### config.mk
export PLATFORM = sky130hd
export DESIGN_NAME = char_lcd_4bit_bus_sequencer_core_flat
export DESIGN_NICKNAME = d
export VERILOG_FILES = /design/src/rtl/lcdseq_pkg.sv /design/src/rtl/lcdseq_req_if.sv /design/src/rtl/lcdseq_rsp_if.sv /design/src/rtl/char_lcd_4bit_bus_sequencer_core.sv /design/src/rtl/lcdseq_engine.sv /design/src/rtl/lcdseq_emitter.sv /design/src/flat_wrapper.sv
export SDC_FILE = /design/constraint.sdc
export NUM_CORES = 1
export LEC_CHECK = 0
export BUFFER_PORTS_ARGS = -buffer_cell sky130_fd_sc_hd__buf_2
export CAP_MARGIN = 20
export CORE_MARGIN = 5
export CORE_UTILIZATION = 61
export DETAILED_ROUTE_END_ITERATION = 16
export PLACE_DENSITY_LB_ADDON = 0.2
export SYNTH_ARGS = -nofsm -noshare
export SYNTH_HDL_FRONTEND = slang
export SYNTH_SLANG_ARGS = --single-unit
### constraint.sdc
create_clock -name clk -period 6.1 [get_ports clk]
set_input_delay 0.61 -clock clk [delete_from_list [all_inputs] [get_ports clk]]
set_output_delay 0.61 -clock clk [all_outputs]
set_load 0.01 [all_outputs]
### src/rtl/lcdseq_pkg.sv
`default_nettype none
package lcdseq_pkg;

	// request codes on the cmd field
	localparam logic [2:0] CMD_INSTR   = 3'd0;
	localparam logic [2:0] CMD_CHAR_W  = 3'd1;
	localparam logic [2:0] CMD_CHAR_R  = 3'd2;
	localparam logic [2:0] CMD_GET_POS = 3'd3;
	localparam logic [2:0] CMD_SET_POS = 3'd4;
	localparam logic [2:0] CMD_INIT    = 3'd5;
	localparam logic [2:0] CMD_NIBBLE  = 3'd6;
	localparam logic [2:0] CMD_RSVD    = 3'd7;

	// result kinds
	localparam logic [1:0] KIND_WRITE = 2'd0;
	localparam logic [1:0] KIND_READ  = 2'd1;
	localparam logic [1:0] KIND_REPLY = 2'd2;

	localparam int unsigned INIT_LEN  = 9;
	localparam int unsigned BURST_MAX = 3;

	typedef enum logic [2:0] {
		PH_IDLE,
		PH_POLL_HI,
		PH_POLL_LO,
		PH_RD_HI,
		PH_RD_LO
	} phase_t;

	typedef struct packed {
		logic [2:0] cmd;
		logic [7:0] byte_value;
		logic [5:0] pos_x;
		logic [1:0] pos_y;
		logic [3:0] bus_nibble;
	} req_t;

	typedef struct packed {
		logic [1:0] bus_kind;
		logic       rs;
		logic [3:0] nibble;
		logic [7:0] reply_byte;
		logic [5:0] reply_x;
		logic       reply_y;
		logic       rejected;
		logic       last;
	} result_t;

	typedef struct packed {
		result_t [BURST_MAX-1:0] res;
		logic [1:0]              cnt;
	} burst_t;

	function automatic logic [7:0] init_byte(input logic [3:0] step);
		logic [7:0] b;
		case (step)
			4'd0, 4'd1, 4'd2: b = 8'h03;
			4'd3: b = 8'h02;
			4'd4: b = 8'h28;
			4'd5: b = 8'h0C;
			4'd6: b = 8'h06;
			4'd7: b = 8'h01;
			4'd8: b = 8'h80;
			default: b = 8'h00;
		endcase
		return b;
	endfunction

	function automatic result_t mk_result(input logic [1:0] kind, input logic rs,
		input logic [3:0] nib, input logic [7:0] rb, input logic [5:0] rx,
		input logic ry, input logic rej, input logic fin);
		result_t r;
		r.bus_kind   = kind;
		r.rs         = rs;
		r.nibble     = nib;
		r.reply_byte = rb;
		r.reply_x    = rx;
		r.reply_y    = ry;
		r.rejected   = rej;
		r.last       = fin;
		return r;
	endfunction

	// one result only, always final
	function automatic burst_t single(input result_t r);
		burst_t bu;
		bu        = '0;
		bu.res[0] = r;
		bu.cnt    = 2'd1;
		return bu;
	endfunction

	// byte write: high nibble, low nibble, first busy poll strobe
	function automatic burst_t write_burst(input logic [7:0] b, input logic rs);
		burst_t bu;
		bu.res[0] = mk_result(KIND_WRITE, rs, b[7:4], 8'h00, 6'd0, 1'b0, 1'b0, 1'b0);
		bu.res[1] = mk_result(KIND_WRITE, rs, b[3:0], 8'h00, 6'd0, 1'b0, 1'b0, 1'b0);
		bu.res[2] = mk_result(KIND_READ, 1'b0, 4'h0, 8'h00, 6'd0, 1'b0, 1'b0, 1'b1);
		bu.cnt    = 2'd3;
		return bu;
	endfunction

endpackage
`default_nettype wire

### src/rtl/lcdseq_req_if.sv
`default_nettype none
interface lcdseq_req_if;
	logic       valid;
	logic       ready;
	logic [2:0] cmd;
	logic [7:0] byte_value;
	logic [5:0] pos_x;
	logic [1:0] pos_y;
	logic [3:0] bus_nibble;

	modport source (output valid, cmd, byte_value, pos_x, pos_y, bus_nibble,
		input ready);
	modport sink (input valid, cmd, byte_value, pos_x, pos_y, bus_nibble,
		output ready);
endinterface
`default_nettype wire

### src/rtl/lcdseq_rsp_if.sv
`default_nettype none
interface lcdseq_rsp_if;
	logic       valid;
	logic       ready;
	logic [1:0] bus_kind;
	logic       rs;
	logic [3:0] nibble;
	logic [7:0] reply_byte;
	logic [5:0] reply_x;
	logic       reply_y;
	logic       rejected;
	logic       last;

	modport source (output valid, bus_kind, rs, nibble, reply_byte, reply_x, reply_y,
		rejected, last, input ready);
	modport sink (input valid, bus_kind, rs, nibble, reply_byte, reply_x, reply_y,
		rejected, last, output ready);
endinterface
`default_nettype wire

### src/rtl/char_lcd_4bit_bus_sequencer_core.sv
`default_nettype none
// Channel  Role    Item
// req      sink    host request or returned bus nibble (cmd, byte_value, pos_x,
//                  pos_y, bus_nibble)
// rsp      source  one bus event or host reply (bus_kind, rs, nibble, reply_byte,
//                  reply_x, reply_y, rejected, last)
//
// A request waits in the input register, then its 0 to 3 results are loaded into
// the burst register and leave one per cycle while rsp is ready; the burst
// register's drain sets the pace. A waiting request is loaded, and a new one
// taken, when the burst register is empty or in the cycle its last result transfers.
// Reset clears the sequencer to idle and empties both registers.
module char_lcd_4bit_bus_sequencer_core #(
	parameter int unsigned COLUMNS = 40
) (
	input  wire          clk,
	input  wire          arst_n,
	lcdseq_req_if.sink   req,
	lcdseq_rsp_if.source rsp
);

	lcdseq_pkg::req_t   item_s1;
	logic               valid_s1;
	lcdseq_pkg::burst_t burst;
	logic               load_ok;
	logic               adv;

	assign adv       = valid_s1 && load_ok;
	assign req.ready = !valid_s1 || adv;

	always_ff @(posedge clk or negedge arst_n) begin
		if (!arst_n)
			valid_s1 <= 1'b0;
		else if (req.valid && req.ready)
			valid_s1 <= 1'b1;
		else if (adv)
			valid_s1 <= 1'b0;
	end

	always_ff @(posedge clk) begin
		if (req.valid && req.ready) begin
			item_s1.cmd        <= req.cmd;
			item_s1.byte_value <= req.byte_value;
			item_s1.pos_x      <= req.pos_x;
			item_s1.pos_y      <= req.pos_y;
			item_s1.bus_nibble <= req.bus_nibble;
		end
	end

	lcdseq_engine #(
		.COLUMNS(COLUMNS)
	) u_engine (
		.clk   (clk),
		.arst_n(arst_n),
		.adv   (adv),
		.item  (item_s1),
		.burst (burst)
	);

	lcdseq_emitter u_emitter (
		.clk     (clk),
		.arst_n  (arst_n),
		.load    (adv),
		.burst_in(burst),
		.load_ok (load_ok),
		.rsp     (rsp)
	);

`ifndef NO_ASSERTIONS
	a_reply_final: assert property (@(posedge clk) disable iff (!arst_n)
		rsp.valid && (rsp.bus_kind == lcdseq_pkg::KIND_REPLY) |-> rsp.last)
		else $error("host reply not marked final");

	a_write_not_final: assert property (@(posedge clk) disable iff (!arst_n)
		rsp.valid && (rsp.bus_kind == lcdseq_pkg::KIND_WRITE) |-> !rsp.last)
		else $error("write strobe ends a burst");

	a_reject_reply: assert property (@(posedge clk) disable iff (!arst_n)
		rsp.valid && rsp.rejected |-> (rsp.bus_kind == lcdseq_pkg::KIND_REPLY))
		else $error("rejection outside a host reply");

	a_burst_end: assert property (@(posedge clk) disable iff (!arst_n)
		rsp.valid && rsp.ready && rsp.last |=> !rsp.valid || $past(adv))
		else $error("results continue past the final one without a new load");
`endif

endmodule
`default_nettype wire

### src/rtl/lcdseq_engine.sv
`default_nettype none
module lcdseq_engine #(
	parameter int unsigned COLUMNS = 40
) (
	input  wire                   clk,
	input  wire                   arst_n,
	input  wire                   adv,
	input  wire lcdseq_pkg::req_t item,
	output lcdseq_pkg::burst_t    burst
);

	lcdseq_pkg::phase_t phase_q, phase_d;
	logic [2:0] op_q, op_d;
	logic [3:0] hi_q, hi_d;
	logic [3:0] step_q, step_d;

	logic       idle;
	logic       pos_bad;
	logic [7:0] rd_byte;
	logic       more_init;

	assign idle      = (phase_q == lcdseq_pkg::PH_IDLE);
	assign pos_bad   = ({1'b0, item.pos_x} >= 7'(COLUMNS)) || item.pos_y[1];
	assign rd_byte   = {hi_q, item.bus_nibble};
	assign more_init = (op_q == lcdseq_pkg::CMD_INIT) &&
		(step_q < 4'(lcdseq_pkg::INIT_LEN - 1));

	// next state
	always_comb begin
		phase_d = phase_q;
		op_d    = op_q;
		hi_d    = hi_q;
		step_d  = step_q;
		if (item.cmd == lcdseq_pkg::CMD_NIBBLE) begin
			unique case (phase_q)
				lcdseq_pkg::PH_POLL_HI: begin
					hi_d    = item.bus_nibble;
					phase_d = lcdseq_pkg::PH_POLL_LO;
				end
				lcdseq_pkg::PH_RD_HI: begin
					hi_d    = item.bus_nibble;
					phase_d = lcdseq_pkg::PH_RD_LO;
				end
				lcdseq_pkg::PH_RD_LO: phase_d = lcdseq_pkg::PH_IDLE;
				lcdseq_pkg::PH_POLL_LO: begin
					if (rd_byte[7]) begin
						phase_d = lcdseq_pkg::PH_POLL_HI;
					end else if (more_init) begin
						step_d  = step_q + 4'd1;
						phase_d = lcdseq_pkg::PH_POLL_HI;
					end else begin
						phase_d = lcdseq_pkg::PH_IDLE;
					end
				end
				default: ;
			endcase
		end else if (item.cmd != lcdseq_pkg::CMD_RSVD && idle) begin
			op_d = item.cmd;
			unique case (item.cmd)
				lcdseq_pkg::CMD_CHAR_R, lcdseq_pkg::CMD_GET_POS:
					phase_d = lcdseq_pkg::PH_RD_HI;
				lcdseq_pkg::CMD_SET_POS:
					phase_d = pos_bad ? lcdseq_pkg::PH_IDLE : lcdseq_pkg::PH_POLL_HI;
				lcdseq_pkg::CMD_INIT: begin
					step_d  = 4'd0;
					phase_d = lcdseq_pkg::PH_POLL_HI;
				end
				default: phase_d = lcdseq_pkg::PH_POLL_HI;
			endcase
		end
	end

	// results for the item in the input register
	always_comb begin
		burst = '0;
		if (item.cmd == lcdseq_pkg::CMD_NIBBLE) begin
			unique case (phase_q)
				lcdseq_pkg::PH_POLL_HI, lcdseq_pkg::PH_RD_HI:
					burst = lcdseq_pkg::single(lcdseq_pkg::mk_result(lcdseq_pkg::KIND_READ,
						(phase_q == lcdseq_pkg::PH_RD_HI) && (op_q == lcdseq_pkg::CMD_CHAR_R),
						4'h0, 8'h00, 6'd0, 1'b0, 1'b0, 1'b1));
				lcdseq_pkg::PH_RD_LO: begin
					if (op_q == lcdseq_pkg::CMD_CHAR_R)
						burst = lcdseq_pkg::single(lcdseq_pkg::mk_result(
							lcdseq_pkg::KIND_REPLY, 1'b0, 4'h0, rd_byte, 6'd0, 1'b0,
							1'b0, 1'b1));
					else
						burst = lcdseq_pkg::single(lcdseq_pkg::mk_result(
							lcdseq_pkg::KIND_REPLY, 1'b0, 4'h0, 8'h00, rd_byte[5:0],
							rd_byte[6], 1'b0, 1'b1));
				end
				lcdseq_pkg::PH_POLL_LO: begin
					if (rd_byte[7])
						burst = lcdseq_pkg::single(lcdseq_pkg::mk_result(
							lcdseq_pkg::KIND_READ, 1'b0, 4'h0, 8'h00, 6'd0, 1'b0,
							1'b0, 1'b1));
					else if (more_init)
						burst = lcdseq_pkg::write_burst(
							lcdseq_pkg::init_byte(step_q + 4'd1), 1'b0);
					else
						burst = lcdseq_pkg::single(lcdseq_pkg::mk_result(
							lcdseq_pkg::KIND_REPLY, 1'b0, 4'h0, 8'h00, 6'd0, 1'b0,
							1'b0, 1'b1));
				end
				default: ;
			endcase
		end else if (item.cmd != lcdseq_pkg::CMD_RSVD) begin
			if (!idle) begin
				burst = lcdseq_pkg::single(lcdseq_pkg::mk_result(lcdseq_pkg::KIND_REPLY,
					1'b0, 4'h0, 8'h00, 6'd0, 1'b0, 1'b1, 1'b1));
			end else begin
				unique case (item.cmd)
					lcdseq_pkg::CMD_INSTR:
						burst = lcdseq_pkg::write_burst(item.byte_value, 1'b0);
					lcdseq_pkg::CMD_CHAR_W:
						burst = lcdseq_pkg::write_burst(item.byte_value, 1'b1);
					lcdseq_pkg::CMD_CHAR_R, lcdseq_pkg::CMD_GET_POS:
						burst = lcdseq_pkg::single(lcdseq_pkg::mk_result(
							lcdseq_pkg::KIND_READ, item.cmd == lcdseq_pkg::CMD_CHAR_R,
							4'h0, 8'h00, 6'd0, 1'b0, 1'b0, 1'b1));
					lcdseq_pkg::CMD_SET_POS: begin
						if (pos_bad)
							burst = lcdseq_pkg::single(lcdseq_pkg::mk_result(
								lcdseq_pkg::KIND_REPLY, 1'b0, 4'h0, 8'h00, 6'd0, 1'b0,
								1'b1, 1'b1));
						else
							burst = lcdseq_pkg::write_burst(
								{1'b1, item.pos_y[0], item.pos_x}, 1'b0);
					end
					default:
						burst = lcdseq_pkg::write_burst(lcdseq_pkg::init_byte(4'd0), 1'b0);
				endcase
			end
		end
	end

	always_ff @(posedge clk or negedge arst_n) begin
		if (!arst_n) begin
			phase_q <= lcdseq_pkg::PH_IDLE;
			op_q    <= 3'd0;
			hi_q    <= 4'd0;
			step_q  <= 4'd0;
		end else if (adv) begin
			phase_q <= phase_d;
			op_q    <= op_d;
			hi_q    <= hi_d;
			step_q  <= step_d;
		end
	end

endmodule
`default_nettype wire

### src/rtl/lcdseq_emitter.sv
`default_nettype none
module lcdseq_emitter (
	input  wire                     clk,
	input  wire                     arst_n,
	input  wire                     load,
	input  wire lcdseq_pkg::burst_t burst_in,
	output logic                    load_ok,
	lcdseq_rsp_if.source            rsp
);

	lcdseq_pkg::result_t [lcdseq_pkg::BURST_MAX-1:0] res_q;
	logic [1:0] cnt_q;
	logic [1:0] idx_q;
	lcdseq_pkg::result_t cur;
	logic tx;
	logic done;

	always_comb begin
		case (idx_q)
			2'd0:    cur = res_q[0];
			2'd1:    cur = res_q[1];
			default: cur = res_q[2];
		endcase
	end

	assign rsp.valid      = (cnt_q != 2'd0);
	assign rsp.bus_kind   = cur.bus_kind;
	assign rsp.rs         = cur.rs;
	assign rsp.nibble     = cur.nibble;
	assign rsp.reply_byte = cur.reply_byte;
	assign rsp.reply_x    = cur.reply_x;
	assign rsp.reply_y    = cur.reply_y;
	assign rsp.rejected   = cur.rejected;
	assign rsp.last       = cur.last;

	assign tx      = rsp.valid && rsp.ready;
	assign done    = tx && (idx_q == cnt_q - 2'd1);
	assign load_ok = (cnt_q == 2'd0) || done;

	always_ff @(posedge clk or negedge arst_n) begin
		if (!arst_n) begin
			cnt_q <= 2'd0;
			idx_q <= 2'd0;
		end else if (load) begin
			cnt_q <= burst_in.cnt;
			idx_q <= 2'd0;
		end else if (done) begin
			cnt_q <= 2'd0;
			idx_q <= 2'd0;
		end else if (tx) begin
			idx_q <= idx_q + 2'd1;
		end
	end

	always_ff @(posedge clk) begin
		if (load)
			res_q <= burst_in.res;
	end

endmodule
`default_nettype wire
### src/flat_wrapper.sv
// flat-port wrapper written by rule: the top's interface ports become plain ports
module char_lcd_4bit_bus_sequencer_core_flat 
#(
	parameter int unsigned COLUMNS = 40
)
  (clk, arst_n, req_valid, req_cmd, req_byte_value, req_pos_x, req_pos_y, req_bus_nibble, req_ready, rsp_valid, rsp_bus_kind, rsp_rs, rsp_nibble, rsp_reply_byte, rsp_reply_x, rsp_reply_y, rsp_rejected, rsp_last, rsp_ready);
  lcdseq_req_if req_i ();
  lcdseq_rsp_if rsp_i ();
  input  wire clk;
  input  wire arst_n;
  input wire logic [$bits(req_i.valid)-1:0] req_valid;
  input wire logic [$bits(req_i.cmd)-1:0] req_cmd;
  input wire logic [$bits(req_i.byte_value)-1:0] req_byte_value;
  input wire logic [$bits(req_i.pos_x)-1:0] req_pos_x;
  input wire logic [$bits(req_i.pos_y)-1:0] req_pos_y;
  input wire logic [$bits(req_i.bus_nibble)-1:0] req_bus_nibble;
  output wire logic [$bits(req_i.ready)-1:0] req_ready;
  output wire logic [$bits(rsp_i.valid)-1:0] rsp_valid;
  output wire logic [$bits(rsp_i.bus_kind)-1:0] rsp_bus_kind;
  output wire logic [$bits(rsp_i.rs)-1:0] rsp_rs;
  output wire logic [$bits(rsp_i.nibble)-1:0] rsp_nibble;
  output wire logic [$bits(rsp_i.reply_byte)-1:0] rsp_reply_byte;
  output wire logic [$bits(rsp_i.reply_x)-1:0] rsp_reply_x;
  output wire logic [$bits(rsp_i.reply_y)-1:0] rsp_reply_y;
  output wire logic [$bits(rsp_i.rejected)-1:0] rsp_rejected;
  output wire logic [$bits(rsp_i.last)-1:0] rsp_last;
  input wire logic [$bits(rsp_i.ready)-1:0] rsp_ready;
  assign req_i.valid = req_valid;
  assign req_i.cmd = req_cmd;
  assign req_i.byte_value = req_byte_value;
  assign req_i.pos_x = req_pos_x;
  assign req_i.pos_y = req_pos_y;
  assign req_i.bus_nibble = req_bus_nibble;
  assign req_ready = req_i.ready;
  assign rsp_valid = rsp_i.valid;
  assign rsp_bus_kind = rsp_i.bus_kind;
  assign rsp_rs = rsp_i.rs;
  assign rsp_nibble = rsp_i.nibble;
  assign rsp_reply_byte = rsp_i.reply_byte;
  assign rsp_reply_x = rsp_i.reply_x;
  assign rsp_reply_y = rsp_i.reply_y;
  assign rsp_rejected = rsp_i.rejected;
  assign rsp_last = rsp_i.last;
  assign rsp_i.ready = rsp_ready;
  char_lcd_4bit_bus_sequencer_core #(.COLUMNS(COLUMNS)) u_core (.clk(clk), .arst_n(arst_n), .req(req_i), .rsp(rsp_i));
endmodule
-- Word-level counts from Yosys, hierarchy flattened
Memory sizes are Yosys's and may differ from the RTL's.
Cells that the tools add are included.
- shift-type cells: 0
- add/sub/neg operators: 3
- multiplexer cells: 30
- bitwise operators: 1
- reduce and logical (&&, ||, !) cells: 27
- div/mod/pow operators: 0
- $lt $le $gt $ge: 2
- equality and inequality tests: 19
- $mul: 0
- operator list (operator ; count):
    $mux 73 ; 5
    $pmux 73 s4 ; 1
    $pmux 73 s3 ; 1
    $mux 74 ; 1
    $pmux 24 s2 ; 1
    $mux 4 ; 6
    $mux 19 ; 1
    $eq 3x2->1 const B ; 5
    $eq 3x3->1 const B ; 5
    $pmux 3 s4 ; 1
    $mux 2 ; 5
    $reduce_bool 2->1 ; 5
    $reduce_and 3->1 ; 3
    $logic_and 1x1->1 ; 7
    $eq 3x1->1 const B ; 2
    $ge 6x6->1 const B ; 1
    $logic_not 3->1 ; 2
    $mux 3 ; 2
    $reduce_and 6->1 ; 1
    $mux 1 ; 5
    $ne 5x1->1 const B ; 1
    $add 4x1->4 const B ; 1
    $logic_not 2->1 ; 2
    $lt 4x4->1 const B ; 1
    other kinds (13) ; 17
- latch bits: 0
- memories kept: 1
- memory bits (read-only): 96
- RAM bits: 0
- register bits after elaboration: 114
- output and inout bits: 26
- bits of input ports: 27
- memory list (name ; words ; bits a word ; read ports ; clocked after memory_dff ; wr ports ; RTL line ; text):
    (no name shown) ; 16 ; 6 ; 1 ; 0 ; 0 ; lcdseq_pkg.sv:56 ; case (step)

-- Longest topological paths before layout
Gate-level depths: netlist (run 1).
- word-level depth: 8
- depth in mapped cells: 7
- gate-level depth less buffers: 6

-- By module
From an unflattened synthesis (run 1), not the netlist that was laid out.
- cells, all modules: 425
- area total of the unflattened synthesis: 5355.1 sq um
- by module, submodules not included (module ; cells an instance ; area an instance (sq um) ; instances):
    lcdseq_emitter ; 184 ; 2850.2 ; 1
    lcdseq_engine ; 213 ; 1754.2 ; 1
    char_lcd_4bit_bus_sequencer_core ; 28 ; 750.7 ; 1

-- Worst setup path before layout (run 1)
No wires, ideal clock.
- kind: reg2reg
- start point: register u_core.u_emitter.cnt_q[0]
- end point: register u_core.item_s1[0] (netlist name) (enable)
- required time: 5.718 ns
- setup slack: 3.813 ns
- cell stages (with the launch flop): 7
- clock period less this slack: 2.287 ns
- path buffers: 0
- library setup time: 0.382 ns
- data arrival time: 1.906 ns
- cell sequence: dfrtp_1 > inv_1 > ha_1 > xnor2_1 > o31a_1 > nand2_1 > and2_1
- word-level cells in the longest chain between the ends: 7
- elaborated cells between the ends (all ways): 10
- classes of those cells: add/sub (1); eq/ne (1); reduce/logical (8)
- ends and longest elaborated chain (element ; RTL line ; text):
    start: declaration ; lcdseq_emitter.sv:12 ; logic [1:0] cnt_q;
    start signal: assignment ; lcdseq_emitter.sv:45 ; cnt_q <= burst_in.cnt;
    $sub 2x1->2 / $reduce_bool 2->1 (equally long branches) ; lcdseq_emitter.sv:37, lcdseq_emitter.sv:26 ;
    $eq 2x2->1 / $logic_and 1x1->1 (equally long branches) ; lcdseq_emitter.sv:37, lcdseq_emitter.sv:36 ;
    $logic_and 1x1->1 ; lcdseq_emitter.sv:37 ; assign done = tx && (idx_q == cnt_q - 2'd1);
    $logic_or 1x1->1 * ; lcdseq_emitter.sv:38 ; assign load_ok = (cnt_q == 2'd0) || done;
    $logic_and 1x1->1 * ; char_lcd_4bit_bus_sequencer_core.sv:28 ; assign adv = valid_s1 && load_ok;
    $logic_or 1x1->1 * ; char_lcd_4bit_bus_sequencer_core.sv:29 ; assign req.ready = !valid_s1 || adv;
    net req_ready ; flat_wrapper.sv:17 ; output wire logic [$bits(req_i.ready)-1:0] req_ready;
    $logic_and 1x1->1 * ; char_lcd_4bit_bus_sequencer_core.sv:41 ; if (req.valid && req.ready) begin
    end: declaration ; char_lcd_4bit_bus_sequencer_core.sv:22 ; lcdseq_pkg::req_t item_s1;
The timed path passes the listed nets; every way through them passes the cells marked *.
A chain may end at the register's enable or synchronous reset.

-- Worst setup path in the final report (run 1)
- start point: register u_core.u_emitter.cnt_q[0]
- end point: register u_core.item_s1[19] (netlist name) (enable)
- word-level cells in the longest chain between the ends: 7
- elaborated cells between the ends (all ways): 10
- classes of those cells: add/sub (1); eq/ne (1); reduce/logical (8)
- ends and longest elaborated chain (element ; RTL line):
    $sub 2x1->2 / $reduce_bool 2->1 (equally long branches) ; lcdseq_emitter.sv:37, lcdseq_emitter.sv:26
    $eq 2x2->1 / $logic_and 1x1->1 (equally long branches) ; lcdseq_emitter.sv:37, lcdseq_emitter.sv:36
    $logic_and 1x1->1 ; lcdseq_emitter.sv:37
    $logic_or 1x1->1 * ; lcdseq_emitter.sv:38
    $logic_and 1x1->1 * ; char_lcd_4bit_bus_sequencer_core.sv:28
    $logic_or 1x1->1 * ; char_lcd_4bit_bus_sequencer_core.sv:29
    $logic_and 1x1->1 * ; char_lcd_4bit_bus_sequencer_core.sv:41
Mark *: on every way between the ends. The rest lies on a longest branch, timed or not.

==> results.tsv, run 1 <==
stage	metric	value	unit
finish	drive_gt1_frac	0.260	
timing	tightestPinTransition	1.04	ns
synthesis	synth_top_area_frac	0.461	
die	die_width	85.3	um
global_routing	grt.total_usage	0.201	
routing	drt_wl_total	6820	um
synthesis	ys_ff_latch	72	
synthesis	synth_cells	273	
setup_path	worst-path-buf-inv	1	
global_routing	antenna_found_initial	0	
clock_tree	cts_setup_buffers	0	
die	core_area	5510	um2
placement	io_buffers	52	
power	p_per_area	532	nW/um2
setup_path	cp_slowest_cell	and2_1	
synthesis	async_flop_share	0.264	
clock_tree	clk_latency	0.34	ns
setup_path	slowest_delay	0.82	ns
routing	first_pass_iters	4	
global_routing	grt_pass1_vias	2295	
timing	report.final.setup_viol	0	
power	total_power	2.10	mW
setup_path	crit_type	flop to flop	
clock_tree	cts_resized	0	
routing	drt_iter0_markers	237	
timing	finalHoldViolCount	0	
timing	finalCriticalPeriod	2.56	ns
setup_path	crit_family	simple AND/OR/NAND/NOR gates	
timing	rsz0062_at_grt	false	
placement	hpwlAfterDp	4840	um
timing	fin_crit_sh	0.419	
clock_tree	cts-root-buf	clkbuf_8	
job	max-cap-violations	0	
clock_tree	cts_buffers	9	
synthesis	synth_nets	308	
synthesis	synth_warnings	0	
clock_tree	htreeDepth	3	
timing	fmaxAchievable	391	MHz
global_routing	grt_pass1_wl	11400	um
worst_hold_path	hold_path.class	input pin to asynchronous set/reset pin	
die	io_pins	53	
synthesis	synthTopCellsByArea	edfxtp_1 46%, dfrtp_1 14%, and2_1 5.8%	
routing	avgRoutedWirePerCell	16.9	um
timing	tns	0	ns
setup_path	cp-end-kind	flop	
synthesis	synth.avg_cell_area	12.7	um2
finish	insertedDiodeCount	0	
placement	routabilityCongestion	0.900	
clock_tree	tritoncts	built	
power	ir_drop	453	uV
synthesis	ys.flop_type	edfxtp_1	
finish	area_growth_syn_to_layout	14.3	%
global_routing	grt_start_max_net_pins	42	
routing	num_vias	2349	
synthesis	post_synth_num_cell_types	51	
setup_path	cp_cell_sequence	inv_1 > ha_1 > xnor2_1 > o31a_1 > nand2_1 > and2_1	
timing	fin_skew	0.00988	ns
timing	slew_violations	0	
clock_tree	cts_sinks	72	
setup_path	reg2regPathDepth	6	
synthesis	synth_edf_count	53	
die	die-height	85.3	um
clock_tree	postCtsHoldBufs	0	
timing	maxSlewHeadroom	0.307	
routing	antenna_left	0	
setup_path	path_max_fanout	23	
synthesis	synth_top_area_cell	edfxtp_1	
setup_path	crit_required	6.06	ns
setup_path	crit_cells	6	
synthesis	synth_area	3460	um2
routing	drc	0	
clock_tree	clk_transition_reported_paths	0.08	ns
die	dieArea	7270	um2
die	initial_core_util	0.628	
die	num_rows	27	
synthesis	ys_seq_area_frac	0.598	
power	p_leak	1.60	nW
setup_path	start_kind	flop	
clock_tree	clockBufferDepth	2	
finish	postLayoutCoreUtil	0.718	
routing	routed_via_density	5.83	
finish	layout.nets	361	
global_routing	overflow	0	
status	status	finished, final reports clean	
setup_path	cp.arrival	2.52	ns
timing	hold_slack	0.226	ns
==> layout by cell type, fill, tap and decap left out, drive strengths merged, types with 10 or more instances in the layout <==
cell type  Yosys  final
a21oi         11     11
edfxtp        53     53
inv           13     14
buf            5     53
nand2         13     13
clkbuf         6     10
mux2          10     10
and2          32     32
dfrtp         19     19
nor2          16     16
==> state kept, by name (all words and copies together), names as in the netlist <==
name	cells
u_core.u_engine.op_q	3
u_core.u_emitter.res_q	30
u_core.valid_s1	1
u_core.u_engine.hi_q	4
u_core.u_emitter.idx_q	2
u_core.u_engine.phase_q	3
u_core.u_engine.step_q	4
u_core.item_s1	23
u_core.u_emitter.cnt_q	2
==> per-stage QoR <==
| stage | std cells | setup slack (ns) | cell area [um2] |
|---|---|---|---|
| after global placement | 387 | 3.59 | 3750 |
| after CTS | 403 | 3.47 | 3950 |
| after detailed placement | 387 | 3.49 | 3750 |
| final | 403 | 3.54 | 3950 |
| after global routing | 403 | 3.32 | 3950 |
| after floorplan | 273 | 3.81 | 3460 |
==> Yosys cell counts (6+ instances only) <==
| cell type | number |
|---|---|
| edfxtp_1 | 53 |
| a22o_1 | 8 |
| o21ai_0 | 7 |
| ha_1 | 8 |
| mux2_2 | 6 |
| nand2_1 | 13 |
| nor2_1 | 16 |
| dfrtp_1 | 19 |
| and2_1 | 32 |
| a21oi_1 | 11 |
| inv_1 | 13 |
==> worst paths after layout <==
kind / startpoint / to / slack [ns]
min in group clk: req_pos_x[2] / u_core.item_s1[8] / 0.43
max in group asynchronous: arst_n / u_core.u_engine.step_q[3] / 5.53
worst max register to register: u_core.u_emitter.cnt_q[0] / u_core.item_s1[19] / 3.54
worst min-delay path: arst_n / u_core.u_emitter.idx_q[0] / 0.23
worst min register to register: u_core.item_s1[3] / u_core.u_engine.hi_q[3] / 0.53
worst max-delay path: u_core.u_emitter.cnt_q[0] / u_core.item_s1[19] / 3.54
==> kinds of logic after synthesis <==
group,after synthesis,share of synthesized area
AND/OR/NAND/NOR,94,0.161
buffers and inverters,24,0.0337
AO/OA/AOI/OAI,57,0.120
multiplexers,13,0.0456
adder cells (fa/ha/maj),8,0.0290
flip-flops,72,0.598
XOR/XNOR,5,0.0127
==> routing by layer <==
layer	share of wire	routed length (um)	GRT usage	vias to the layer above
met3	0.066	449	0.0515	8
met5	0	0	0	-
met2	0.49	3350	0.326	81
met1	0.43	2930	0.269	1149
met4	0.014	93	0.0561	0
li1	-	-	-	1111
==> where the power goes <==
part / internal (mW) / total (mW) / switching [mW]
clock: 0.191 / 0.367 / 0.176
combinational: 0.336 / 0.818 / 0.482
sequential: 0.789 / 0.918 / 0.130
total: 1.32 / 2.10 / 0.788
==> final cells by class <==
cell class	count	area [um2]
inverters	13	48.8
clock inverters	6	68.8
multi-input cells	177	1280
well taps	72	90.1
repair buffers	53	268
fillers	389	1560
clock buffers	10	128
flip-flops and latches	72	2070
(Power assumes the default switching activity.)
==> run 2, diff against run 1 <==
- ABC_AREA: default -> 1
- CORE_UTILIZATION: 61 -> 57
- clock period: 6.1 -> 2.5 ns (I/O delays scaled with it)
==> run 2 against run 1 <==
First-iteration DRC count decreased by 37%. Via count grew 8.0%. Synthesized cell count grew 32%. Die area is 8.3% higher. Clock-buffer cell count is the same. Clock power up 150%. Critical path depth up 2. Largest power group unchanged. Highest routed layer unchanged. Wire length is 7.9% lower. Fmax grew 31%. Sequential share of layout area shrank 1.6 points. Non-clock buffer count grew 3. Core utilization fell by 3.7 points.
==> results.tsv, run 2 <==
stage	metric	value	unit
clock_tree	clk_latency	0.35	ns
placement	place_area	3870	um2
synthesis	synth_top_area_cell	edfxtp_1	
placement	hpwlAfterDp	4610	um
synthesis	ys_seq_area_frac	0.585	
synthesis	synthTopCellsByArea	edfxtp_1 45%, dfrtp_1 13%, nand2_1 9.1%	
finish	area_growth_syn_to_layout	15.4	%
finish	insertedDiodeCount	0	
finish	layout.nets	455	
placement	dp.cells	483	
setup_path	cp_common_cell	nand2_1	
synthesis	async_flop_share	0.264	
setup_path	crit_type	flop to flop	
finish	final_cell_mix	86 x nand2_1, 53 x edfxtp_1, 52 x buf_2	
routing	first_pass_iters	4	
status	status	finished, final reports clean	
die	dieArea	7870	um2
timing	finalCriticalPeriod	1.96	ns
setup_path	slowest_delay	0.42	ns
timing	rsz0062_at_grt	false	
worst_hold_path	hold_path.class	input pin to flop	
synthesis	synth_top_area_frac	0.451	
finish	largest_reg_flops	30	
timing	tns	0	ns
synthesis	yosys-top-cells-count	86 x nand2_1, 53 x edfxtp_1, 51 x inv_1	
routing	drc	0	
timing	tightestPinTransition	0.505	ns
global_routing	grt.total_usage	0.181	
setup_path	crit_required	2.49	ns
setup_path	start_kind	flop	
die	initial_core_util	0.590	
clock_tree	clk_transition_reported_paths	0.08	ns
finish	drive_gt1_frac	0.238	
synthesis	synth_cells	361	
synthesis	synth_warnings	0	
routing	routed_via_density	5.08	
placement	io_buffers	52	
power	ir_drop	837	uV
die	io_pins	53	
routing	num_vias	2538	
finish	stdcell_count	500	
synthesis	post_synth_num_cell_types	39	
timing	fin_skew	0.0127	ns
synthesis	synth_nets	396	
finish	final_common_cell	nand2_1	
timing	maxSlewHeadroom	0.661	
clock_tree	cts-root-buf	clkbuf_8	
job	max-cap-violations	0	
clock_tree	cts_resized	0	
routing	avgRoutedWirePerCell	12.6	um
synthesis	ys_ff_latch	72	
global_routing	overflow	0	
timing	report.final.setup_viol	0	
power	p_leak	1.90	nW
die	die-height	88.7	um
setup_path	cp.arrival	1.95	ns
global_routing	grt_start_max_net_pins	40	
timing	slew_violations	0	
synthesis	yosysMostFrequentCell	nand2_1	
finish	regMostFlops	u_core.u_emitter.res_q	
die	die_width	88.7	um
setup_path	cp_slowest_cell	buf_4	
die	num_rows	28	
global_routing	grt_pass1_vias	2358	
routing	drt_iter0_markers	149	
synthesis	synth_edf_count	53	
routing	drt_wl_total	6280	um
timing	hold_slack	0.0712	ns
clock_tree	clockBufferDepth	2	
global_routing	grt_pass1_wl	10600	um
timing	fmaxAchievable	511	MHz
clock_tree	cts_sinks	72	
synthesis	ys.flop_type	edfxtp_1	
power	p_per_area	1210	nW/um2
routing	antenna_left	0	
clock_tree	htreeDepth	3	
die	core_area	5990	um2
timing	finalHoldViolCount	0	
global_routing	antenna_found_initial	0	
placement	routabilityCongestion	0.883	
setup_path	cp_cell_sequence	inv_2 > ha_1 > inv_1 > nand2_1 > nand2_1 > nand3_2 > a21oi_4 > buf_4	
clock_tree	tritoncts	built	
setup_path	path_max_fanout	39	
setup_path	cp-end-kind	flop	
synthesis	synth_area	3530	um2
clock_tree	cts_setup_buffers	0	
timing	fin_crit_sh	0.782	
synthesis	synth.avg_cell_area	9.78	um2
finish	reg.largest.list	u_core.u_emitter.res_q: 30 flops, u_core.item_s1: 23 flops	
clock_tree	cts_buffers	9	
finish	final_area	4080	um2
## run 2: report_power, final
| part | total (mW) | internal [mW] | switching, mW |
|---|---|---|---|
| Sequential | 2.06 | 1.83 | 0.228 |
| Combinational | 1.97 | 0.676 | 1.29 |
| Clock | 0.909 | 0.466 | 0.443 |
## run 2: per-stage QoR
stage	worst slack [ns]	util	total power, mW
after detailed placement	0.552	0.646	4.06
after global placement	0.628	0.646	4.01
final	0.544	0.680	4.93
after floorplan	0.443	-	3.45
after global routing	0.386	0.680	5.32
after CTS	0.541	0.680	4.97
## run 2: per-layer routing
metal / GRT usage / share of wire / vias to the layer above
met5: 0 / 0 / -
met4: 0.0495 / 0.011 / 0
met3: 0.0559 / 0.071 / 7
met2: 0.305 / 0.49 / 75
met1: 0.225 / 0.43 / 1143
li1: - / - / 1313
## run 2: logic make-up (layout without fill, tap and decap cells)
kind of cell    after synthesis  after routing  synth area share
fa+ha+maj                     8              8            0.0283
buf+inv                      68            132            0.0747
simple gates                161            161             0.212
compound gates               49             49            0.0925
xor+xnor                      3              3           0.00744
flops                        72             72             0.585
## run 2: final cells by class
cell class | instances | area, um2
Clock buffer | 10 | 128
Clock inverter | 6 | 68.8
Fill cell | 457 | 1910
Inverter | 60 | 225
Multi-Input combinational cell | 221 | 1200
Sequential cell | 72 | 2070
Tap cell | 75 | 93.8
Timing Repair Buffer | 56 | 293
## run 2: critical path, delay by kind of cell, from the launching register on
family                     cells  cell delay (ns)
AOI/OAI and AO/OA              1             0.14
adders and majority gates      1             0.30
buffers and inverters          3             0.53
DFF                            1             0.37
and+or+nand+nor                3             0.27
## run 2: final timing paths
check	from	slack, ns	end	cells past startpoint
min reg2reg	u_core.item_s1[3]	0.51	u_core.u_engine.hi_q[3]	2
min in group asynchronous	arst_n	0.37	u_core.u_engine.hi_q[0]	2
max reg2reg	u_core.u_emitter.cnt_q[0]	0.54	u_core.u_emitter.res_q[44]	8
min	req_bus_nibble[2]	0.07	u_core.item_s1[2]	1
max in group asynchronous	arst_n	1.83	u_core.u_emitter.idx_q[1]	2
max	u_core.u_emitter.cnt_q[0]	0.54	u_core.u_emitter.res_q[44]	8
## run 2: timing repair
| item | in CTS | in global routing |
|---|---|---|
| setup endpoints to repair | 0 | 0 |
| endpoints found under the hold margin | 19 | 0 |
| hold buffers | 1 | 0 |
==> run 3, diff against run 2 <==
- CORE_UTILIZATION: 57 -> 51
- clock period: 2.5 -> 1.7 ns (I/O delays scaled with it)
==> run 3 against run 2 <==
The flow now finishes with violations (negative setup slack). Clock power grew 53%. Sequential share of layout area shrank 7.3 points. Register-to-register slack worse by 0.60 ns. Cell area rose by 17%. Final cell count increased by 10%. Critical path depth is 1 higher. Combinational power increased by 120%. Critical endpoint is now req_ready. Via count grew 9.4%. Total power is 77% higher. Core utilization is 2.4 points higher. First-iteration DRC count down 4.0%.
==> results.tsv, run 3 (synthesized netlist as in run 2, its figures left out) <==
stage	metric	value	unit
status	status	complete, but fails checks	
status	violations	negative setup slack	
routing	drt_iter0_markers	143	
clock_tree	cts_sinks	72	
die	die-height	93.2	um
timing	fmaxAchievable	566	MHz
clock_tree	clk_transition_reported_paths	0.07	ns
timing	fin_crit_sh	1.04	
finish	area_growth_syn_to_layout	34.7	%
die	num_rows	30	
worst_hold_path	holdPathEnd	u_core.valid_s1	
timing	tightestPinTransition	0.463	ns
global_routing	grt.total_usage	0.191	
setup_path	start_kind	flop	
timing	fin_skew	0.0118	ns
global_routing	grt_start_max_net_pins	24	
placement	io_buffers	52	
worst_hold_path	worstHoldPathCells	3	
setup_path	crit_required	1.53	ns
timing	maxSlewHeadroom	0.692	
placement	hpwlAfterDp	5110	um
finish	final_area	4760	um2
clock_tree	cts_buffers	9	
timing	tns	-1.92	ns
global_routing	grt_pass1_wl	12800	um
routing	num_vias	2776	
routing	drc	0	
timing	setup_slack	-0.0671	ns
routing	routed_via_density	5.04	
timing	rsz0062_at_grt	true	
timing	finalCriticalPeriod	1.77	ns
placement	place_area	3990	um2
timing	slew_violations	0	
job	max-cap-violations	0	
finish	final_common_cell	nand2_1	
power	p_per_area	1830	nW/um2
setup_path	cp.arrival	1.60	ns
setup_path	crit-reg2reg-launch	u_core.u_emitter.cnt_q[0]	
finish	drive_gt1_frac	0.299	
global_routing	antenna_found_initial	0	
setup_path	path_max_fanout	4	
setup_path	cp-end-kind	output port	
routing	first_pass_iters	4	
routing	drt_wl_total	7950	um
finish	largest_reg_flops	30	
die	dieArea	8690	um2
die	core_area	6760	um2
worst_hold_path	hold_start	req_valid	
die	io_pins	53	
die	initial_core_util	0.523	
global_routing	grt_pass1_vias	2725	
setup_path	worstReg2RegEnd	u_core.u_emitter.res_q[2]	
clock_tree	clk_latency	0.36	ns
clock_tree	clockBufferDepth	2	
timing	report.final.setup_viol	50	
finish	layout.nets	501	
clock_tree	htreeDepth	3	
placement	routabilityCongestion	0.828	
clock_tree	cts-root-buf	clkbuf_8	
routing	avgRoutedWirePerCell	14.4	um
setup_path	crit_type	flop to output port	
worst_hold_path	hold_path.class	input pin to flop	
global_routing	overflow	0	
setup_path	reg2regPathDepth	9	
finish	reg.largest.list	u_core.u_emitter.res_q: 30 flops, u_core.item_s1: 23 flops	
clock_tree	tritoncts	built	
power	ir_drop	766	uV
finish	final_cell_mix	82 x nand2_1, 53 x edfxtp_1, 51 x buf_2	
finish	n_fill_cell	497	
setup_path	reg2reg_slack	-0.06	ns
finish	insertedDiodeCount	0	
finish	regMostFlops	u_core.u_emitter.res_q	
routing	antenna_left	0	
power	p_leak	2.18	nW
die	die_width	93.2	um
timing	finalHoldViolCount	0	
## run 3: cell types whose count changed in the layout (fill, tap and decap cells not counted), moves of 4 or more
cell,delta
dlygate4sd3_1,+23
buf_4,+9
buf_12,+4
clkbuf_16,+4
nand2_1,-4
## run 3: cell type report
cell class / instances / area, um2 / share of cell area
timing repair buffer: 102 / 872 / 0.183
sequential: 72 / 2070 / 0.434
clock inverter: 7 / 78.8 / 0.0166
tap: 80 / 100 / 0.0210
clock buffer: 9 / 124 / 0.0260
inverter: 60 / 229 / 0.0481
multi-input combinational: 221 / 1290 / 0.271
## run 3: routing by layer
layer	part of all wire	vias up	global-route usage
li1	-	1406	-
met1	0.43	1292	0.232
met2	0.51	65	0.334
met3	0.036	13	0.0346
met4	0.016	0	0.0769
met5	0	-	0
## run 3: worst max path at each step
stage,end,startpoint,cells past startpoint,slack [ns]
6_report,req_ready,u_core.u_emitter.cnt_q[0],9,-0.07
3_5_place_dp,u_core.u_engine.phase_q[1],u_core.u_emitter.cnt_q[0],11,-0.03
3_3_place_gp,u_core.item_s1[3],u_core.u_emitter.cnt_q[0],10,0.02
5_1_grt,req_ready,u_core.u_emitter.cnt_q[0],8,-0.13
2_1_floorplan,u_core.u_emitter.res_q[0],u_core.u_emitter.cnt_q[0],7,-0.29
4_1_cts,req_ready,u_core.u_emitter.cnt_q[0],9,-0.08
## run 3: what timing repair did
item	CTS	global route
buffers inserted	3	3
hold buffers	24	0
pin swaps	3	10
resized for setup	11	15
setup endpoints to repair	59	82
cloned	2	7
hold endpoints to repair	42	0
## run 3: critical path, stage by stage, from the launching register on
cell and delay [ns]:
dfrtp_1 0.37, inv_2 0.06, ha_4 0.26, inv_2 0.03, nand2_2 0.05, nand2_2 0.06
nand3_4 0.09, nand3_2 0.09, buf_6 0.13, buf_6 0.11
## run 3: where the power goes
part	switching, mW	internal [mW]
logic	2.34	1.95
clock network	0.701	0.692
registers	0.344	2.68
total	3.39	5.33
## run 3: metrics by stage
stage	hold slack (ns)	setup WS, ns	utilization	total power, mW	std cells
CTS	0.0604	-0.0778	0.675	8.17	541
global route	0.0857	-0.127	0.704	9.28	551
detailed placement	0.152	-0.0267	0.591	6.33	496
finish	0.0599	-0.0671	0.704	8.71	551
global placement	0.144	0.0155	0.591	6.23	496
floorplan	-0.126	-0.287	-	5.11	361
